--- config.mk ---
export PLATFORM = sky130hd
export DESIGN_NAME = decimal_digit_multiplier
export DESIGN_NICKNAME = d
export VERILOG_FILES = /design/src/rtl/dmul_pkg.sv /design/src/rtl/dmul_fifo.sv /design/src/rtl/dmul_front.sv /design/src/rtl/dmul_back.sv /design/src/rtl/decimal_digit_multiplier.sv
export SDC_FILE = /design/constraint.sdc
export NUM_CORES = 1
export LEC_CHECK = 0
export ABC_AREA = 1
export BUFFER_PORTS_ARGS = -buffer_cell sky130_fd_sc_hd__buf_2
export CORE_MARGIN = 4
export CORE_UTILIZATION = 65
export DETAILED_ROUTE_END_ITERATION = 6
export GPL_TIMING_DRIVEN = 0
export PLACE_DENSITY = 0.79
export SLEW_MARGIN = 5
export SYNTH_ARGS = -nofsm -noshare
export SYNTH_HDL_FRONTEND = slang
export SYNTH_SLANG_ARGS = --single-unit
--- constraint.sdc ---
create_clock -name clk -period 15.1 [get_ports clk]
set_clock_uncertainty 0.15 [all_clocks]
set_input_delay 3.02 -clock clk [delete_from_list [all_inputs] [get_ports clk]]
set_output_delay 3.02 -clock clk [all_outputs]
set_load 0.02 [all_outputs]
--- src/rtl/dmul_pkg.sv ---
// Shared types, constants and a helper function for the decimal digit multiplier.
package dmul_pkg;

  localparam int FACTOR_BITS   = 31;
  localparam int DIGIT_W       = 4;
  localparam int FACTOR_DIGITS = 10;
  localparam int BCD_BITS      = FACTOR_DIGITS * DIGIT_W;
  localparam int PRODUCT_DEPTH = 2 * FACTOR_DIGITS;
  localparam int INDEX_W       = $clog2(PRODUCT_DEPTH);
  localparam int COL_W         = 10;
  localparam int CARRY_W       = 7;
  localparam int PROD_W        = 2 * DIGIT_W;

  // Double dabble runs two bits per cycle over the factor padded to an even width.
  localparam int CONV_BITS     = FACTOR_BITS + (FACTOR_BITS % 2);
  localparam int CONV_STEPS    = CONV_BITS / 2;
  localparam int STEP_W        = $clog2(CONV_STEPS);

  // Reciprocal of ten: (x * 205) >> 11 equals x / 10 for every x below 1029.
  localparam int RECIP_MUL     = 205;
  localparam int RECIP_SHIFT   = 11;
  localparam int RECIP_W       = COL_W + 8;

  typedef logic [DIGIT_W-1:0] digit_t;
  typedef logic [FACTOR_DIGITS-1:0][DIGIT_W-1:0] bcd_t;

  typedef struct packed {
    bcd_t first_bcd;
    bcd_t second_bcd;
  } item_t;

  // One double dabble step: adjust every digit of five or more, then shift one bit in.
  function automatic bcd_t dd_step(bcd_t v, logic bit_in);
    bcd_t              adj;
    logic [BCD_BITS:0] sh;
    for (int k = 0; k < FACTOR_DIGITS; k++) begin
      adj[k] = (v[k] >= 4'd5) ? v[k] + 4'd3 : v[k];
    end
    sh = {adj, bit_in};
    return sh[BCD_BITS-1:0];
  endfunction

endpackage

--- src/rtl/dmul_fifo.sv ---
// Small flop-based queue that decouples the conversion front from the multiply back.
module dmul_fifo #(
  parameter int WIDTH = 80,
  parameter int DEPTH = 2
) (
  input  logic             clk,
  input  logic             rst_n,
  input  logic             push,
  input  logic [WIDTH-1:0] push_data,
  output logic             full,
  input  logic             pop,
  output logic [WIDTH-1:0] pop_data,
  output logic             empty
);

  // DEPTH must be a power of two so that the pointers wrap on their own.
  localparam int PTR_W = (DEPTH > 1) ? $clog2(DEPTH) : 1;
  localparam int CNT_W = $clog2(DEPTH + 1);

  logic [WIDTH-1:0] mem_r [DEPTH];
  logic [PTR_W-1:0] wr_ptr_r, wr_ptr_nxt;
  logic [PTR_W-1:0] rd_ptr_r, rd_ptr_nxt;
  logic [CNT_W-1:0] count_r, count_nxt;
  logic             do_push, do_pop;

  assign full     = (count_r == CNT_W'(DEPTH));
  assign empty    = (count_r == '0);
  assign do_push  = push && !full;
  assign do_pop   = pop && !empty;
  assign pop_data = mem_r[rd_ptr_r];

  always_comb begin
    wr_ptr_nxt = do_push ? wr_ptr_r + 1'b1 : wr_ptr_r;
    rd_ptr_nxt = do_pop  ? rd_ptr_r + 1'b1 : rd_ptr_r;
    count_nxt  = count_r;
    if (do_push && !do_pop) begin
      count_nxt = count_r + 1'b1;
    end else if (do_pop && !do_push) begin
      count_nxt = count_r - 1'b1;
    end
  end

  always_ff @(posedge clk) begin
    if (!rst_n) begin
      wr_ptr_r <= '0;
      rd_ptr_r <= '0;
      count_r  <= '0;
    end else begin
      wr_ptr_r <= wr_ptr_nxt;
      rd_ptr_r <= rd_ptr_nxt;
      count_r  <= count_nxt;
    end
  end

  always_ff @(posedge clk) begin
    if (do_push) begin
      mem_r[wr_ptr_r] <= push_data;
    end
  end

endmodule

--- src/rtl/dmul_front.sv ---
// Front end: accepts factor pairs and converts both factors to decimal digits.
module dmul_front
  import dmul_pkg::*;
#(
  parameter int MAX_FACTOR_DIGITS = 10
) (
  input  logic                   clk,
  input  logic                   rst_n,
  input  logic                   in_valid,
  output logic                   in_stall,
  input  logic [FACTOR_BITS-1:0] in_first_factor,
  input  logic [FACTOR_BITS-1:0] in_second_factor,
  output logic                   push,
  output item_t                  push_item,
  input  logic                   full
);

  localparam int KEEP_DIGITS =
    (MAX_FACTOR_DIGITS < FACTOR_DIGITS) ? MAX_FACTOR_DIGITS : FACTOR_DIGITS;

  localparam logic [1:0] F_IDLE = 2'd0;
  localparam logic [1:0] F_CONV = 2'd1;
  localparam logic [1:0] F_PUSH = 2'd2;

  logic [1:0]           state_r, state_nxt;
  logic [STEP_W-1:0]    step_r, step_nxt;
  logic [CONV_BITS-1:0] bin_a_r, bin_a_nxt;
  logic [CONV_BITS-1:0] bin_b_r, bin_b_nxt;
  bcd_t                 bcd_a_r, bcd_a_nxt;
  bcd_t                 bcd_b_r, bcd_b_nxt;

  assign in_stall = (state_r != F_IDLE);
  assign push     = (state_r == F_PUSH);

  // Digits above the kept width are cleared, which takes each factor modulo a power of ten.
  always_comb begin
    for (int k = 0; k < FACTOR_DIGITS; k++) begin
      push_item.first_bcd[k]  = (k < KEEP_DIGITS) ? bcd_a_r[k] : '0;
      push_item.second_bcd[k] = (k < KEEP_DIGITS) ? bcd_b_r[k] : '0;
    end
  end

  always_comb begin
    state_nxt = state_r;
    step_nxt  = step_r;
    bin_a_nxt = bin_a_r;
    bin_b_nxt = bin_b_r;
    bcd_a_nxt = bcd_a_r;
    bcd_b_nxt = bcd_b_r;
    unique case (state_r)
      F_IDLE: begin
        if (in_valid) begin
          bin_a_nxt = CONV_BITS'(in_first_factor);
          bin_b_nxt = CONV_BITS'(in_second_factor);
          bcd_a_nxt = '0;
          bcd_b_nxt = '0;
          step_nxt  = '0;
          state_nxt = F_CONV;
        end
      end
      F_CONV: begin
        bcd_a_nxt = dd_step(dd_step(bcd_a_r, bin_a_r[CONV_BITS-1]), bin_a_r[CONV_BITS-2]);
        bcd_b_nxt = dd_step(dd_step(bcd_b_r, bin_b_r[CONV_BITS-1]), bin_b_r[CONV_BITS-2]);
        bin_a_nxt = bin_a_r << 2;
        bin_b_nxt = bin_b_r << 2;
        step_nxt  = step_r + 1'b1;
        if (step_r == STEP_W'(CONV_STEPS - 1)) begin
          state_nxt = F_PUSH;
        end
      end
      F_PUSH: begin
        if (!full) begin
          state_nxt = F_IDLE;
        end
      end
      default: begin
        state_nxt = F_IDLE;
      end
    endcase
  end

  always_ff @(posedge clk) begin
    if (!rst_n) begin
      state_r <= F_IDLE;
    end else begin
      state_r <= state_nxt;
    end
  end

  always_ff @(posedge clk) begin
    step_r  <= step_nxt;
    bin_a_r <= bin_a_nxt;
    bin_b_r <= bin_b_nxt;
    bcd_a_r <= bcd_a_nxt;
    bcd_b_r <= bcd_b_nxt;
  end

endmodule

--- src/rtl/dmul_back.sv ---
// Back end: schoolbook digit multiply with a sliding column window, then digit emission.
module dmul_back
  import dmul_pkg::*;
(
  input  logic   clk,
  input  logic   rst_n,
  input  logic   empty,
  input  item_t  pop_item,
  output logic   pop,
  output logic   out_valid,
  input  logic   out_stall,
  output digit_t out_digit,
  output logic   out_last
);

  localparam logic [1:0] B_IDLE = 2'd0;
  localparam logic [1:0] B_CALC = 2'd1;
  localparam logic [1:0] B_EMIT = 2'd2;

  logic [1:0]         state_r, state_nxt;
  bcd_t               a_r, a_nxt;
  bcd_t               b_r, b_nxt;
  logic [COL_W-1:0]   acc_r [FACTOR_DIGITS];
  logic [COL_W-1:0]   acc_nxt [FACTOR_DIGITS];
  logic [CARRY_W-1:0] carry_r, carry_nxt;
  logic [INDEX_W-1:0] col_r, col_nxt;
  logic [INDEX_W-1:0] top_r, top_nxt;
  logic [INDEX_W-1:0] emit_r, emit_nxt;
  digit_t             store_r [PRODUCT_DEPTH];
  logic               store_we;

  logic               out_valid_r, out_valid_nxt;
  digit_t             out_digit_r, out_digit_nxt;
  logic               out_last_r, out_last_nxt;

  logic [COL_W-1:0]   sum [FACTOR_DIGITS];
  logic [COL_W-1:0]   total;
  logic [RECIP_W-1:0] recip;
  logic [CARRY_W-1:0] quot;
  logic [COL_W:0]     rem_full;
  digit_t             col_digit;
  logic               load;

  assign out_valid = out_valid_r;
  assign out_digit = out_digit_r;
  assign out_last  = out_last_r;
  assign pop       = (state_r == B_IDLE) && !empty;
  assign load      = (state_r == B_EMIT) && (!out_valid_r || !out_stall);
  assign store_we  = (state_r == B_CALC);

  // One row of partial products enters the window; the lowest column is then complete.
  always_comb begin
    for (int k = 0; k < FACTOR_DIGITS; k++) begin
      sum[k] = acc_r[k] + COL_W'(PROD_W'(a_r[k]) * PROD_W'(b_r[0]));
    end
    total     = sum[0] + COL_W'(carry_r);
    recip     = RECIP_W'(total) * RECIP_W'(RECIP_MUL);
    quot      = recip[RECIP_SHIFT +: CARRY_W];
    rem_full  = (COL_W + 1)'(total) - (COL_W + 1)'(quot) * (COL_W + 1)'(10);
    col_digit = rem_full[DIGIT_W-1:0];
  end

  always_comb begin
    state_nxt     = state_r;
    a_nxt         = a_r;
    b_nxt         = b_r;
    carry_nxt     = carry_r;
    col_nxt       = col_r;
    top_nxt       = top_r;
    emit_nxt      = emit_r;
    acc_nxt       = acc_r;
    out_valid_nxt = out_valid_r && out_stall;
    out_digit_nxt = out_digit_r;
    out_last_nxt  = out_last_r;
    unique case (state_r)
      B_IDLE: begin
        if (!empty) begin
          a_nxt     = pop_item.first_bcd;
          b_nxt     = pop_item.second_bcd;
          carry_nxt = '0;
          col_nxt   = '0;
          top_nxt   = '0;
          for (int k = 0; k < FACTOR_DIGITS; k++) begin
            acc_nxt[k] = '0;
          end
          state_nxt = B_CALC;
        end
      end
      B_CALC: begin
        for (int k = 0; k < FACTOR_DIGITS - 1; k++) begin
          acc_nxt[k] = sum[k+1];
        end
        acc_nxt[FACTOR_DIGITS-1] = '0;
        b_nxt     = b_r >> DIGIT_W;
        carry_nxt = quot;
        col_nxt   = col_r + 1'b1;
        if (col_digit != '0) begin
          top_nxt = col_r;
        end
        if (col_r == INDEX_W'(PRODUCT_DEPTH - 1)) begin
          emit_nxt  = top_nxt;
          state_nxt = B_EMIT;
        end
      end
      B_EMIT: begin
        if (load) begin
          out_valid_nxt = 1'b1;
          out_digit_nxt = store_r[emit_r];
          out_last_nxt  = (emit_r == '0);
          if (emit_r == '0) begin
            state_nxt = B_IDLE;
          end else begin
            emit_nxt = emit_r - 1'b1;
          end
        end
      end
      default: begin
        state_nxt = B_IDLE;
      end
    endcase
  end

  always_ff @(posedge clk) begin
    if (!rst_n) begin
      state_r     <= B_IDLE;
      out_valid_r <= 1'b0;
    end else begin
      state_r     <= state_nxt;
      out_valid_r <= out_valid_nxt;
    end
  end

  always_ff @(posedge clk) begin
    a_r         <= a_nxt;
    b_r         <= b_nxt;
    carry_r     <= carry_nxt;
    col_r       <= col_nxt;
    top_r       <= top_nxt;
    emit_r      <= emit_nxt;
    acc_r       <= acc_nxt;
    out_digit_r <= out_digit_nxt;
    out_last_r  <= out_last_nxt;
    if (store_we) begin
      store_r[col_r] <= col_digit;
    end
  end

endmodule

--- src/rtl/decimal_digit_multiplier.sv ---
// Top level of the decimal digit multiplier: front converter, item queue, multiply back end.
// The back end takes a new item only after its 20-step column loop and the emission of all
// N = 1..19 product digits, one digit per cycle while the receiver does not stall; the front
// meanwhile converts later pairs into the queue.
// Reset (rst_n low at a clock edge) empties the queue and idles both ends; the digit store
// and datapath registers keep stale values that are always rewritten before use.
module decimal_digit_multiplier
  import dmul_pkg::*;
#(
  parameter int MAX_FACTOR_DIGITS = 10
) (
  input  logic                   clk,
  input  logic                   rst_n,
  input  logic                   in_valid,
  output logic                   in_stall,
  input  logic [FACTOR_BITS-1:0] in_first_factor,
  input  logic [FACTOR_BITS-1:0] in_second_factor,
  output logic                   out_valid,
  input  logic                   out_stall,
  output logic [DIGIT_W-1:0]     out_digit,
  output logic                   out_last
);

  // Two entries let the front finish converting the next pair while the back end
  // is still multiplying or emitting, and hold one more pair on top of that.
  localparam int QUEUE_DEPTH = 2;

  logic  q_push, q_full, q_pop, q_empty;
  item_t q_push_item;
  item_t q_pop_item;

  // The front takes one transfer at a time and turns both factors into decimal digits
  // by double dabble, two bits per cycle, trimming them to the kept digit count.
  dmul_front #(
    .MAX_FACTOR_DIGITS(MAX_FACTOR_DIGITS)
  ) u_front (
    .clk              (clk),
    .rst_n            (rst_n),
    .in_valid         (in_valid),
    .in_stall         (in_stall),
    .in_first_factor  (in_first_factor),
    .in_second_factor (in_second_factor),
    .push             (q_push),
    .push_item        (q_push_item),
    .full             (q_full)
  );

  dmul_fifo #(
    .WIDTH ($bits(item_t)),
    .DEPTH (QUEUE_DEPTH)
  ) u_queue (
    .clk       (clk),
    .rst_n     (rst_n),
    .push      (q_push),
    .push_data (q_push_item),
    .full      (q_full),
    .pop       (q_pop),
    .pop_data  (q_pop_item),
    .empty     (q_empty)
  );

  // The back end slides a window of column sums across the product: each cycle it adds
  // one row of digit products, settles the lowest column with its carry and stores that
  // digit. It then sends the digits out from the highest nonzero one down.
  dmul_back u_back (
    .clk       (clk),
    .rst_n     (rst_n),
    .empty     (q_empty),
    .pop_item  (q_pop_item),
    .pop       (q_pop),
    .out_valid (out_valid),
    .out_stall (out_stall),
    .out_digit (out_digit),
    .out_last  (out_last)
  );

endmodule

Word level (Yosys, flattened, before mapping)
Memories as Yosys holds them, arrays and structs flattened. A register that Yosys moved wholly into a read port is not among the register bits.
Index checks and enable logic that the tools add are counted.
- register bits: 360
- latch bits: 0
- RAM bits: 240
- bits in read-only memories: 0
- input port bits: 66
- output and inout bits: 7
- memories kept: 2
- memories (name ; words ; bits a word ; rd ports ; clocked after memory_dff ; wr ports ; line ; RTL):
    u_queue.mem_r ; 2 ; 80 ; 1 ; 1 ; 1 ; dmul_fifo.sv:20 ; logic [WIDTH-1:0] mem_r [DEPTH];
    u_back.store_r ; 20 ; 4 ; 1 ; 1 ; 1 ; dmul_back.sv:29 ; digit_t store_r [PRODUCT_DEPTH];
- add/sub/neg operators: 59
- multiply operators: 12
- divide/modulo/power cells: 0
- $lt $le $gt $ge: 40
- equality and inequality tests: 15
- shift-type cells: 0
- muxes and demuxes: 82
- bitwise logic cells: 1
- reductions and logical operators: 31
- operators by type and width (operator ; number):
    40-bit one-hot mux with 2 select lines ; 3
    100-bit one-hot mux with 2 select lines ; 1
    4-bit by 3-bit greater-or-equal comparator with 1-bit output (second input constant) ; 40
    4-bit 2-to-1 mux ; 37
    4-bit by 2-bit adder with 4-bit output (second input constant) ; 36
    32-bit one-hot mux with 2 select lines ; 2
    10-bit by 8-bit adder with 10-bit output ; 10
    100-bit 2-to-1 mux ; 1
    4-bit by 4-bit multiplier with 8-bit output ; 10
    40-bit 2-to-1 mux ; 2
    32-bit 2-to-1 mux ; 2
    5-bit one-hot mux with 2 select lines ; 3
    5-bit 2-to-1 mux ; 5
    10-bit by 8-bit multiplier with 18-bit output (second input constant) ; 1
    2-bit 2-to-1 mux ; 9
    7-bit one-hot mux with 2 select lines ; 1
    3-bit by 2-bit adder with 3-bit output (second input constant) ; 4
    3-bit 2-to-1 mux ; 4
    2-bit != test (second input constant) ; 6
    2-bit one-hot mux with 3 select lines ; 2
    10-bit by 7-bit adder with 10-bit output ; 1
    2-bit nonzero test ; 5
    1-bit 2-to-1 mux ; 8
    4-bit one-hot mux with 2 select lines ; 1
    other kinds (24) ; 46

Logic depth before layout (Yosys ltp)
Gate-level depths: netlist (run 1).
- depth in word-level cells: 10
- mapped depth: 41
- mapped depth without buffers: 40

By module
Synthesis (run 1) repeated with hierarchy kept, for this count alone.
- cell total of the unflattened synthesis: 3638
- area, all modules: 36177.2 µm²
- by module, submodules not included (module ; times used ; cells an instance ; area each (µm²) ; sequential area each (µm²)):
    dmul_back ; 1 ; 2119 ; 19630.1 ; 8348.0
    dmul_front ; 1 ; 1232 ; 10124.7 ; 4484.3
    dmul_fifo ; 1 ; 287 ; 6422.4 ; 4904.7

Worst setup path after synthesis (run 1)
OpenSTA, ideal clock, no wires.
- path kind: flip-flop to flip-flop
- start: reg u_back.b_r[3] (netlist bit)
- end: reg u_back.emit_r[0], data pin
- setup time: 0.254 ns
- arrival: 7.518 ns
- slack: 7.178 ns
- cell stages (with the launch flop): 31
- buffers on the path: 1
- path through: edfxtp_1 clkbuf_1 nand2_1 fa_1 fa_1 fa_1 fa_1 o21ai_1 xor2_1 inv_1 ha_1 inv_1 fa_1 inv_1 fa_1 fa_1 ha_1 nand2_1 nand2_1 a21oi_2 nand2_1 nand2_1 nand2_1 inv_1 ha_1 inv_1 fa_1 nor3_1 nand3_1 nand3_1 nand2_1
- longest elaborated chain between the ends: 10
- RTL lines (element ; line ; RTL):
    start: declaration ; dmul_back.sv:22 ; bcd_t b_r, b_nxt;
    start signal: assignment ; dmul_back.sv:135 ; b_r <= b_nxt;
    4-bit by 4-bit multiplier with 8-bit output ; dmul_back.sv:54 ; sum[k] = acc_r[k] + COL_W'(PROD_W'(a_r[k]) * PROD_W'(b_r[0]));
    10-bit by 8-bit adder with 10-bit output ; dmul_back.sv:54 ;
    10-bit by 7-bit adder with 10-bit output ; dmul_back.sv:56 ; total = sum[0] + COL_W'(carry_r);
    10-bit by 8-bit multiplier with 18-bit output ; dmul_back.sv:57 ; recip = RECIP_W'(total) * RECIP_W'(RECIP_MUL);
    net u_back.recip[11] ; dmul_back.sv:38 ; logic [RECIP_W-1:0] recip;
    7-bit by 3-bit multiplier with 3-bit output ; dmul_back.sv:59 ; rem_full = (COL_W + 1)'(total) - (COL_W + 1)'(quot) * (COL_W + 1)'(10);
    4-bit subtractor ; dmul_back.sv:59 ;
    net u_back.rem_full[2] ; dmul_back.sv:40 ; logic [COL_W:0] rem_full;
    4-bit nonzero test ; dmul_back.sv:97 ; if (col_digit != '0) begin
    5-bit 2-to-1 mux ; dmul_back.sv:97 ;
    5-bit 2-to-1 mux ; dmul_back.sv:100 ; if (col_r == INDEX_W'(PRODUCT_DEPTH - 1)) begin
    5-bit one-hot mux with 2 select lines ; dmul_back.sv:75 ; unique case (state_r)
    net u_back.emit_nxt[0] ; dmul_back.sv:28 ; logic [INDEX_W-1:0] emit_r, emit_nxt;
    end signal: assignment ; dmul_back.sv:139 ; emit_r <= emit_nxt;
    end: declaration ; dmul_back.sv:28 ;
The timed path passes the listed nets, and every way through them passes these cells. The select of a mux whose other input is x is not followed.
A chain may end at the register's enable or synchronous reset.

Final worst setup path (run 1)
- start: reg u_back.b_r[2] (netlist bit)
- end: reg u_back.emit_r[4], data pin
The elaborated chain is that of the path after synthesis.

==> results.yml, run 1 <==
setup_path:
  cp_top_family: "adder cells"
  critical_path_class: "reg2reg"
  r2r-start: "u_back.b_r[2]"
  startpoint: "u_back.b_r[2]"
  cp_num_buf_inv: 6
  worst-path-max-fanout: 21
  required_ns: 15.43
  worstPathArrival_ns: 9.77
  critPathMaxStageDelay_ns: 0.76
  cp-end-kind: "flop"
  crit_path_start_kind: "flop"
  cpMaxStageDelayCell: "fa_1"
placement:
  dp_hpwl_mm: 50.0
  dp_cells: 4302
  io_buffers: 72
  gp_congestion: 0.856
clocking:
  cts_resized: 0
  numCtsBuffers: 61
  cts_buffer_depth: 3
  clock_sinks: 594
  htree_num_levels: 2
  clock_latency_ns: 0.63
  cts_tree: "built"
  clkTransAtPathRegs_ns: 0.06
  clockRootBuffer: "clkbuf_16"
  postCtsSetupBuffers: 0
  hold_buffers: 0
worst_hold_path:
  hp-class: "reg2reg"
  hold_start: "u_queue.rd_ptr_r"
timing:
  setup_viol: 0
  hold_viol: 0
  drv_slew: 0
  relSlewSlack_pct: 31.1
  tightest_slew_ns: 1.03
  fmax_mhz: 106
  timing.setup.tns_ns: 0
  fin_crit_ns: 9.44
  fin_crit_sh_pct: 62.5
  grt_setup_unrepaired: "no"
  hold_ws_ns: 0.332
logic_synthesis:
  seq_area_frac_synth_pct: 50.9
  yosys-top-cells-area: "edfxtp_1 50%, ha_1 11%, nand2_1 7.9%"
  yosys_warnings: 0
  synth_async_sr_flop_share_pct: 0
  synth_cells: 3531
  yosysTopAreaCellShare_pct: 50.4
  synth_edf_count: 584
  synth_common_cells: "737 x nand2_1, 677 x inv_1, 584 x edfxtp_1"
  ys.flop_type: "edfxtp_1"
  synth_nets: 4014
  synth_cell_types: 46
  yosysMostFrequentCell: "nand2_1"
  avgSynthCellArea_um2: 9.86
  yosysTopAreaCell: "edfxtp_1"
  synth.cell_area_um2: 34800
  ys_ff_latch: 594
die:
  fp.dieW_um: 239
  rows: 84
  core_um2: 52800
  die_h_um: 239
  ios: 73
  die_area_um2: 57300
  start_util_pct: 66.0
route:
  wl_per_cell_um: 16.1
  ant_nets: 0
  route.vias.total: 24200
  via_per_inst: 5.48
  drt_iter0_markers: 2202
  wl_mm: 71.0
  dr.pass1.iters: 5
  drc_errors: 0
global_routing:
  antenna_found_initial: 1
  grt_pass1_vias: 24200
  grt_util_all_layers_pct: 25.4
  grt_pass1_wl_mm: 117
  overflow: 0
  grt_max_degree: 66
layout:
  fillers: 3693
  instances_no_fill: 4414
  multi_input_area_um2: 14200
  fin_nets: 4160
  area_growth_pct: 10.3
  drive_above_1_share_pct: 6.28
  post-route-util_pct: 72.8
  seqCellArea_um2: 17700
run:
  maxCapViolations: 0
outcome:
  outcome: "complete, no violations"
==> layout make-up <==
cell class | instances | area share, %
diodes | 1 | 0.00652
well taps | 688 | 2.24
flip-flops and latches | 594 | 46.2
clock inverters | 43 | 1.28
repair buffers | 83 | 1.65
clock buffers | 68 | 4.04
plain buffers | 88 | 0.870
inverters | 689 | 6.74
multi-input cells | 2160 | 37.0
==> placed cells by master (no fill, tap or decap), drive strengths merged, types with 4 or more instances in the layout <==
master,count
a21boi,12
ha,309
buf,96
inv,690
a211oi,32
edfxtp,584
a221oi,4
a21oi,279
clkinv,26
xnor2,4
o221ai,6
fa,108
nand3,66
o211ai,5
dfxtp,10
nand2,744
or2,12
nor2,231
o21ai,251
clkinvlp,6
o21a,11
a21o,4
xor2,52
clkbuf,143
o22ai,13
bufinv,10
nor3,7
==> registers in the layout, summed over array words and instances (netlist names), 2 cells and up, named ones only <==
register           count
u_front.push_item     80
u_queue.count_r        2
u_back.out_digit       4
u_front.step_r         4
u_queue.mem_r        160
u_front.state_r        2
u_back.top_r           5
u_back.col_r           5
u_back.emit_r          5
u_back.carry_r         7
u_back.b_r            40
u_back.acc_r          89
u_back.state_r         2
u_back.store_r        80
u_front.bin_a_r       32
u_back.a_r            40
u_front.bin_b_r       32
==> per-stage QoR <==
stage          instance area [um2]  worst slack [ns]
4_1_cts                      38400              5.67
3_3_place_gp                 36000              5.98
3_5_place_dp                 36300              5.77
2_1_floorplan                34800              7.18
6_report                     38400              5.66
5_1_grt                      38400              5.11
==> routing by layer <==
layer	vias up	track usage [%]	wire (um)
li1	11900	-	-
met1	11400	33.7	29900
met2	783	43.6	34300
met3	143	3.85	4730
met4	0	7.97	2110
met5	-	0	0
==> kinds of logic after synthesis <==
group	Yosys count	share of synthesized area, %
compound gates	624	9.87
flops	594	50.9
buf+inv	777	8.39
fa+ha+maj	417	17.3
xor+xnor	56	1.45
simple gates	1063	12.1
==> worst reg2reg max path, delay by kind of cell, from the launching register on <==
kind / cells / cell delay, ns
DFF: 1 / 0.40
AOI/OAI and AO/OA: 2 / 0.40
xor gates and xnor gates: 1 / 0.18
and+or+nand+nor: 11 / 2.04
adders and majority gates: 11 / 5.17
buffers and inverters: 6 / 0.98
==> worst paths after layout <==
| kind | cells past startpoint | endpoint | slack (ns) |
|---|---|---|---|
| worst min register to register | 1 | flop | 0.33 |
| worst min-delay path | 1 | flop | 0.33 |
| worst max-delay path | 31 | u_back.emit_r[4] | 5.66 |
| worst max register to register | 31 | u_back.emit_r[4] | 5.66 |
Power of run 1 is left out: the tool's default activity adds up to more than one toggle a clock period on the data nets, which glitch-free logic cannot reach.
==> run 2: changes to the inputs <==
CORE_UTILIZATION = 64   (was 65)
PLACE_DENSITY = 0.78   (was 0.79)
clock period = 9.2 ns   (was 15.1 ns; I/O delays follow)
==> run 2 against run 1 <==
  * First-iteration DRC count fell by 21%
  * Via count fell by 0.89%
  * Sequential cell count did not move
  * Worst setup slack got worse by 5.1 ns
  * Clock-buffer cell count rose by 2
  * Design area fell by 0.37%
  * Cell count rose by 0.18%
  * Register-to-register slack got worse by 5.1 ns
  * Critical path depth rose by 2
  * Worst hold slack got worse by 0.0094 ns
  * Maximum frequency rose by 9.7%
  * Critical path type unchanged
  * Largest cell class unchanged
  * Highest routed layer unchanged
==> results.yml, run 2 (synthesis results as in run 1) <==
outcome:
  outcome: "complete, no violations"
die:
  ios: 73
  die_area_um2: 58200
  fp.dieW_um: 241
  die_h_um: 241
  rows: 85
  start_util_pct: 64.7
  core_um2: 53800
clocking:
  cts_buffer_depth: 3
  htree_num_levels: 2
  postCtsSetupBuffers: 0
  hold_buffers: 0
  cts_tree: "built"
  clock_sinks: 594
  clockRootBuffer: "clkbuf_16"
  clock_latency_ns: 0.64
  numCtsBuffers: 61
  clkTransAtPathRegs_ns: 0.06
placement:
  dp_hpwl_mm: 49.7
  io_buffers: 72
  gp_congestion: 0.867
  pre_cts_slack_ns: -0.143
  dp_cells: 4310
setup_path:
  cp_num_buf_inv: 9
  cpMaxStageDelayCell: "fa_1"
  worstPathArrival_ns: 8.79
  startpoint: "u_back.b_r[0]"
  r2r_slack_ns: 0.60
  reg2reg_depth: 33
  crit_end: "u_back.store_r[15][3]"
  cp_top_family: "adder cells"
  r2r-start: "u_back.b_r[0]"
  r2r-end: "u_back.store_r[15][3]"
  worst-path-stages: 33
  cp-end-kind: "flop"
  worst-path-max-fanout: 20
  crit_path_start_kind: "flop"
  crit_path_frequent_cell: "inv_1"
  critPathMaxStageDelay_ns: 0.55
  required_ns: 9.39
  critical_path_class: "reg2reg"
layout:
  fin_nets: 4160
  fillers: 3894
  largest_reg_flops: 160
  final_cell_mix: "735 x nand2_1, 676 x inv_1, 584 x edfxtp_1, 309 x ha_1, 273 x a21oi_1"
  multi_input_area_um2: 14200
  antenna_cells: 0
  final_common_cell: "nand2_1"
  drive_above_1_share_pct: 6.28
  reg.largest.list: "u_queue.mem_r x160, u_back.acc_r x89"
  area_growth_pct: 9.85
  seqCellArea_um2: 17700
  instances_no_fill: 4422
  top_register: "u_queue.mem_r"
global_routing:
  grt_pass1_wl_mm: 115
  grt_max_degree: 56
  grt_pass1_vias: 23900
  antenna_found_initial: 0
  grt_util_all_layers_pct: 24.6
  overflow: 0
route:
  wl_mm: 70.2
  drc_errors: 0
  dr.pass1.iters: 5
  ant_nets: 0
  via_per_inst: 5.42
  drt_iter0_markers: 1732
  wl_per_cell_um: 15.9
  route.vias.total: 24000
timing:
  relSlewSlack_pct: 32.6
  grt_setup_unrepaired: "no"
  fmax_mhz: 116
  setup_viol: 0
  drv_slew: 0
  fin_crit_ns: 8.60
  finalWorstSetupSlack_ns: 0.597
  fin_crit_sh_pct: 93.5
  hold_viol: 0
  tightest_slew_ns: 1.01
  timing.setup.tns_ns: 0
run:
  maxCapViolations: 0
worst_hold_path:
  hold_start: "u_queue.rd_ptr_r"
  hp-class: "reg2reg"
## run 2: worst min path at each step
| stage | end | slack (ns) | depth (start not counted) |
|---|---|---|---|
| after CTS | flop | 0.31 | 1 |
| after floorplan | flop | 0.28 | 1 |
| after global routing | flop | 0.33 | 1 |
| after detailed placement | flop | 0.30 | 1 |
| after global placement | flop | 0.28 | 1 |
| final | flop | 0.32 | 1 |
## run 2: timing repair
action | in CTS | in global routing
gates resized for setup | 1 | 17
setup endpoints to repair | 10 | 30
pin swaps | 0 | 0
## run 2: per-layer routing
layer  track usage, %  wire length, um  vias to the layer above
li1                 -                -                    11900
met1             33.2            30200                    11200
met2             41.9            33900                      720
met3             4.16             4530                      121
met4             6.82             1600                        0
met5                0                0                        -
## run 2: cell type report
class                           count  share of cell area (%)
Sequential cell                   594                    46.4
Timing Repair Buffer               83                    1.64
Clock buffer                       70                    4.13
Buffer                             88                   0.896
Clock inverter                     42                   0.785
Tap cell                          696                    2.28
Inverter                          689                    6.76
Multi-Input combinational cell   2160                    37.1
## run 2: through the flow
step,instance area (um2),utilization [%],hold slack [ns]
finish,38300,71.1,0.322
global route,38300,71.1,0.331
CTS,38200,71.1,0.311
detailed placement,36400,67.5,0.301
global placement,36100,67.0,0.283
floorplan,34800,-,0.275
Power of run 2 is left out for the same reason.
